`src/rtl/core/dcb_pkg.sv`:
```
// shared types and constants for the day-close buy signal block
// no dependencies
package dcb_pkg;
    localparam int CLOSE_DEPTH_DEF = 128;
    localparam int DAY_MS_DEF      = 86400000;

    localparam logic [1:0] ST_DECIDED  = 2'd0;
    localparam logic [1:0] ST_DISABLED = 2'd1;
    localparam logic [1:0] ST_FEW      = 2'd2;

    localparam logic [1:0] REG_ENABLED = 2'd0;
    localparam logic [1:0] REG_LIMIT   = 2'd1;
    localparam logic [1:0] REG_WINDOW  = 2'd2;
    localparam logic [1:0] REG_GAP     = 2'd3;

    localparam logic OP_SAMPLE = 1'b0;
    localparam logic OP_DECIDE = 1'b1;

    typedef enum logic [3:0] {
        S_IDLE, S_SAMPLE, S_START, S_READ, S_ACC, S_DIV_START, S_DIV_WAIT,
        S_RESULT, S_OUT
    } t_state;

    // controller to datapath commands
    typedef struct packed {
        logic sample;      // apply accepted sample
        logic start;       // begin a walk
        logic rd;          // issue ring read
        logic acc;         // accumulate read entry
        logic div_start;   // launch divisions
        logic finish;      // form result
    } t_cmd;

    // datapath to controller status
    typedef struct packed {
        logic more;        // more entries left to read
        logic stop;        // read entry older than window
        logic few;         // walk done with under three closes
        logic div_done;    // divisions done
    } t_sts;
endpackage

```
`src/rtl/core/dcb_ctrl.sv`:
```
// controller state machine for the day-close buy signal block
// depends on dcb_pkg
module dcb_ctrl (
    input  logic           i_clk,
    input  logic           i_rst_n,
    input  logic           i_in_valid,
    input  logic           i_in_op,
    input  logic           i_out_ready,
    input  dcb_pkg::t_sts  i_sts,
    input  logic           i_enabled,
    output logic           o_in_ready,
    output logic           o_out_valid,
    output dcb_pkg::t_cmd  o_cmd
);
    dcb_pkg::t_state r_state, n_state;
    logic w_acc_in;

    assign w_acc_in = i_in_valid && o_in_ready;

    always_ff @(posedge i_clk) begin
        if (!i_rst_n) r_state <= dcb_pkg::S_IDLE;
        else          r_state <= n_state;
    end

    // next state
    always_comb begin
        n_state = r_state;
        case (r_state)
            dcb_pkg::S_IDLE: begin
                if (w_acc_in) begin
                    if (i_in_op == dcb_pkg::OP_SAMPLE) n_state = dcb_pkg::S_SAMPLE;
                    else if (!i_enabled)               n_state = dcb_pkg::S_RESULT;
                    else                               n_state = dcb_pkg::S_START;
                end
            end
            dcb_pkg::S_SAMPLE: n_state = dcb_pkg::S_IDLE;
            dcb_pkg::S_START: begin
                if (i_sts.more) n_state = dcb_pkg::S_READ;
                else            n_state = dcb_pkg::S_DIV_START;
            end
            dcb_pkg::S_READ: n_state = dcb_pkg::S_ACC;
            dcb_pkg::S_ACC: begin
                if (i_sts.stop || !i_sts.more) n_state = dcb_pkg::S_DIV_START;
                else                           n_state = dcb_pkg::S_READ;
            end
            dcb_pkg::S_DIV_START: begin
                if (i_sts.few) n_state = dcb_pkg::S_RESULT;
                else           n_state = dcb_pkg::S_DIV_WAIT;
            end
            dcb_pkg::S_DIV_WAIT: if (i_sts.div_done) n_state = dcb_pkg::S_RESULT;
            dcb_pkg::S_RESULT: n_state = dcb_pkg::S_OUT;
            dcb_pkg::S_OUT: if (i_out_ready) n_state = dcb_pkg::S_IDLE;
            default: n_state = dcb_pkg::S_IDLE;
        endcase
    end

    // outputs
    always_comb begin
        o_cmd       = '0;
        o_in_ready  = 1'b0;
        o_out_valid = 1'b0;
        case (r_state)
            dcb_pkg::S_IDLE: begin
                o_in_ready = 1'b1;
                o_cmd.start = w_acc_in;
                o_cmd.sample = w_acc_in && (i_in_op == dcb_pkg::OP_SAMPLE);
            end
            dcb_pkg::S_READ:      o_cmd.rd = 1'b1;
            dcb_pkg::S_ACC:       o_cmd.acc = 1'b1;
            dcb_pkg::S_DIV_START: o_cmd.div_start = 1'b1;
            dcb_pkg::S_RESULT:    o_cmd.finish = 1'b1;
            dcb_pkg::S_OUT:       o_out_valid = 1'b1;
            default: o_cmd = '0;
        endcase
    end
endmodule

```
`config.mk`:
```
export PLATFORM = sky130hd
export DESIGN_NAME = dcb_ctrl
export DESIGN_NICKNAME = d
export VERILOG_FILES = /design/src/rtl/core/dcb_pkg.sv /design/src/rtl/core/dcb_ctrl.sv
export SDC_FILE = /design/constraint.sdc
export NUM_CORES = 1
export LEC_CHECK = 0
export BUFFER_PORTS_ARGS = -buffer_cell sky130_fd_sc_hd__buf_4
export CORE_MARGIN = 1
export CORE_UTILIZATION = 29
export CTS_CLUSTER_SIZE = 25
export DETAILED_ROUTE_END_ITERATION = 10
export GPL_TIMING_DRIVEN = 0
export PLACE_DENSITY = 0.52
export SLEW_MARGIN = 15
export SYNTH_ARGS = -nofsm -noshare
export SYNTH_HDL_FRONTEND = slang
export SYNTH_SLANG_ARGS = --single-unit
```
`constraint.sdc`:
```
create_clock -name i_clk -period 1.5 [get_ports i_clk]
set_input_delay 0.075 -clock i_clk [delete_from_list [all_inputs] [get_ports i_clk]]
set_output_delay 0.075 -clock i_clk [all_outputs]
set_load 0.01 [all_outputs]
```
==> impl_results.md <==
* Status: complete, no violations
* Cell variety after synth at 26
* Pleak at 0.2712 nW
* Core Rows at 13
* Synth Flop Type: dfxtp_1
* Worst setup margin at 0.1113 ns
* Met2 GRT Util at 19.35%
* Ports at 18
* Drt initial violations at 10
* Slew Viols, Final at 0
* CP endpoint kind: primary output
* Htree depth at 1
* Grt met3 use at 5.000%
* Non-Filler Instances at 88
* Sw Pwr at 0.4322 mW
* Regs by FF count: r_state x4
* RePlAce Congestion at 0.7429
* Internal cell power at 0.6033 mW
* Share of layout cells above drive strength 1 at 39.73%
* Finished Core Util at 45.11%
* Final wirelength at 960 µm
* Worst-path clk slew at 0.04 ns
* Power share of the clock group at 12.4%
* Die width at 39.96 µm
* Share of Yosys cell area claimed by the top area cell type at 19.16%
* Number of global-route vias before repair at 330
* Via count at 432
* Area post-placement at 564.3 µm²
* Switching share of power at 41.74%
* #FFs+latches synth at 4
* Final setup viols at 0
* CP max-delay cell: dfxtp_1
* Clk root buf: clkbuf_4
* Pin count of the biggest net entering global routing at 11
* Setup TNS at 0 ns
* Syn_nets at 62
* Worst EP arrival at 1.31 ns
* Most flop-heavy register: r_state
* Crit path time final at 1.389 ns
* Slew HR at 76.73%
* PwrDens at 1742 nW/µm²
* Crit-path cells: nor4_4 > and2_1 > nor2b_1 > buf_4
* Detail Route Antenna Nets at 0
* Sequential share of the synthesized area at 19.16%
* HP Class: in2reg
* Die height at 39.96 µm
* Slowest Stage Delay on Critical Path at 0.35 ns
* Power Total at 1.035 mW
* Met1 usage at 21.48%
* Worst Path Required at 1.42 ns
* TritonCTS clock tree: built
* Worst Setup Path Type: reg2out
* Mapped Area at 417.9 µm²
* Worst skew pair latency at 0.23 ns
* Post-placement cell count at 84
* Combinational power share at 67.1%
* Seq pwr share at 20.5%
* Max Fclk at 720.1 MHz
* Post-CTS sizing at 0
* Hold slack final at 0.09051 ns
* Sink Count at 4
* RSZ-0062 raised after global routing: false
* Commonest cells in the synthesized netlist: a21oi_1, dfxtp_1, nand2b_1, o21ai_1
* Post-route cell area at 594.3 µm²
* Avg WL per Cell at 10.91 µm
* Area leader, netlist: dfxtp_1
* DP Worst Slack at 0.2717 ns
* Starting density of the core at 31.72%
* Critical-path maximum fanout at 4
* Total Routing Usage GR at 13.97%
* CTS max path bufs at 2
* YS warnings at 0
* Cells after Synth at 52
* Die ar. at 1597 µm²
* Max reg flops at 4
* Top post-synthesis cells by area: dfxtp_1, buf_6, nand2b_1, nor4b_4, nor4_4
* Gr busiest metal: met1
* Final Hold Fails at 0
* Nets at 85
* Number of diodes at 0
* First-pass GRT wire length at 1.524 mm
* Worst-margin pin slew at 0.3486 ns
* Max VDD drop at 0.0006440 V
* Maximum Capacitance Violations at 0
* Crit start category: flop
* Synth Area per Inst at 8.037 µm²
* DP HPWL at 738.4 µm
* Initial antenna violation count at 0
* Post-synth EDFFs at 0
* P&R area growth vs syn at 42.22%
* Remaining Overflow, GRT at 0
* Clock skew at 0.001424 ns
* Vias per std cell at 4.909
* Input/output buffers at 17
* First drt pass iteration count at 4
* DRC viols at 0
* Post-synth ARST share at 0%
* Final period util at 92.58%
* Final-layout fill cell count at 140
* Inserted Clock Buffers at 3
* Core area at 1318 µm²
final timing paths:
check              from    endpoint  slack (ns)  cells after the start
min             i_rst_n  r_state[1]        0.09                      3
min reg2reg  r_state[3]  r_state[2]        0.74                      2
max reg2reg  r_state[0]  r_state[2]        0.27                      5
max          r_state[1]    o_cmd[5]        0.11                      4
worst max-delay path: cells and delay by family (launching register included):
kind | cells | cell delay, ns
flip-flops | 1 | 0.35
buffers and inverters | 1 | 0.12
AND/OR/NAND/NOR | 3 | 0.61
power by group through the flow:
stage / sequential, mW / clock [mW] / combinational (mW)
after detailed placement: 0.215 / 0 / 0.656
after global routing: 0.217 / 0.145 / 0.776
after global placement: 0.219 / 0 / 0.669
after CTS: 0.214 / 0.138 / 0.659
after floorplan: 0.199 / 0 / 0.484
final: 0.213 / 0.128 / 0.694
area by class of cell:
type	count	area, µm²	area share [%]
multi-input cells	42	292.8	49.26
repair buffers	18	135.1	22.74
flip-flops and latches	4	80.08	13.47
plain buffers	3	33.78	5.684
clock buffers	3	22.52	3.789
well taps	15	18.77	3.158
inverters	3	11.26	1.895
placed cells by master (no fill, tap or decap), drive strengths merged:
cell type / count
buf: 21
nand2b: 5
o21ai: 5
nor2: 5
a21oi: 4
dfxtp: 4
inv: 3
a31oi: 3
clkbuf: 3
nor3: 2
nand2: 2
and2: 2
nor2b: 2
o31a: 2
nor4: 1
nor4b: 1
a21boi: 1
and3b: 1
o2111a: 1
o211a: 1
nand3b: 1
or3b: 1
a22oi: 1
nand3: 1
kinds of logic after synthesis:
group / Yosys count / share of synthesized area [%]
compound gates: 18 / 28.15
simple gates: 24 / 41.91
flops: 4 / 19.16
buf+inv: 6 / 10.78
repair_timing:
action                     4_1_cts  5_1_grt
setup buffers                    0        1
hold buffers                     0        0
setup endpoints to repair        0        2
per-layer routing:
| metal | vias up | wire length, µm |
|---|---|---|
| met1 | 188 | 487 |
| met5 | - | 0 |
| met2 | 14 | 420 |
| met4 | 0 | 0 |
| met3 | 0 | 52 |
| li1 | 230 | - |
No activity file was read; power rests on OpenSTA's default activity.
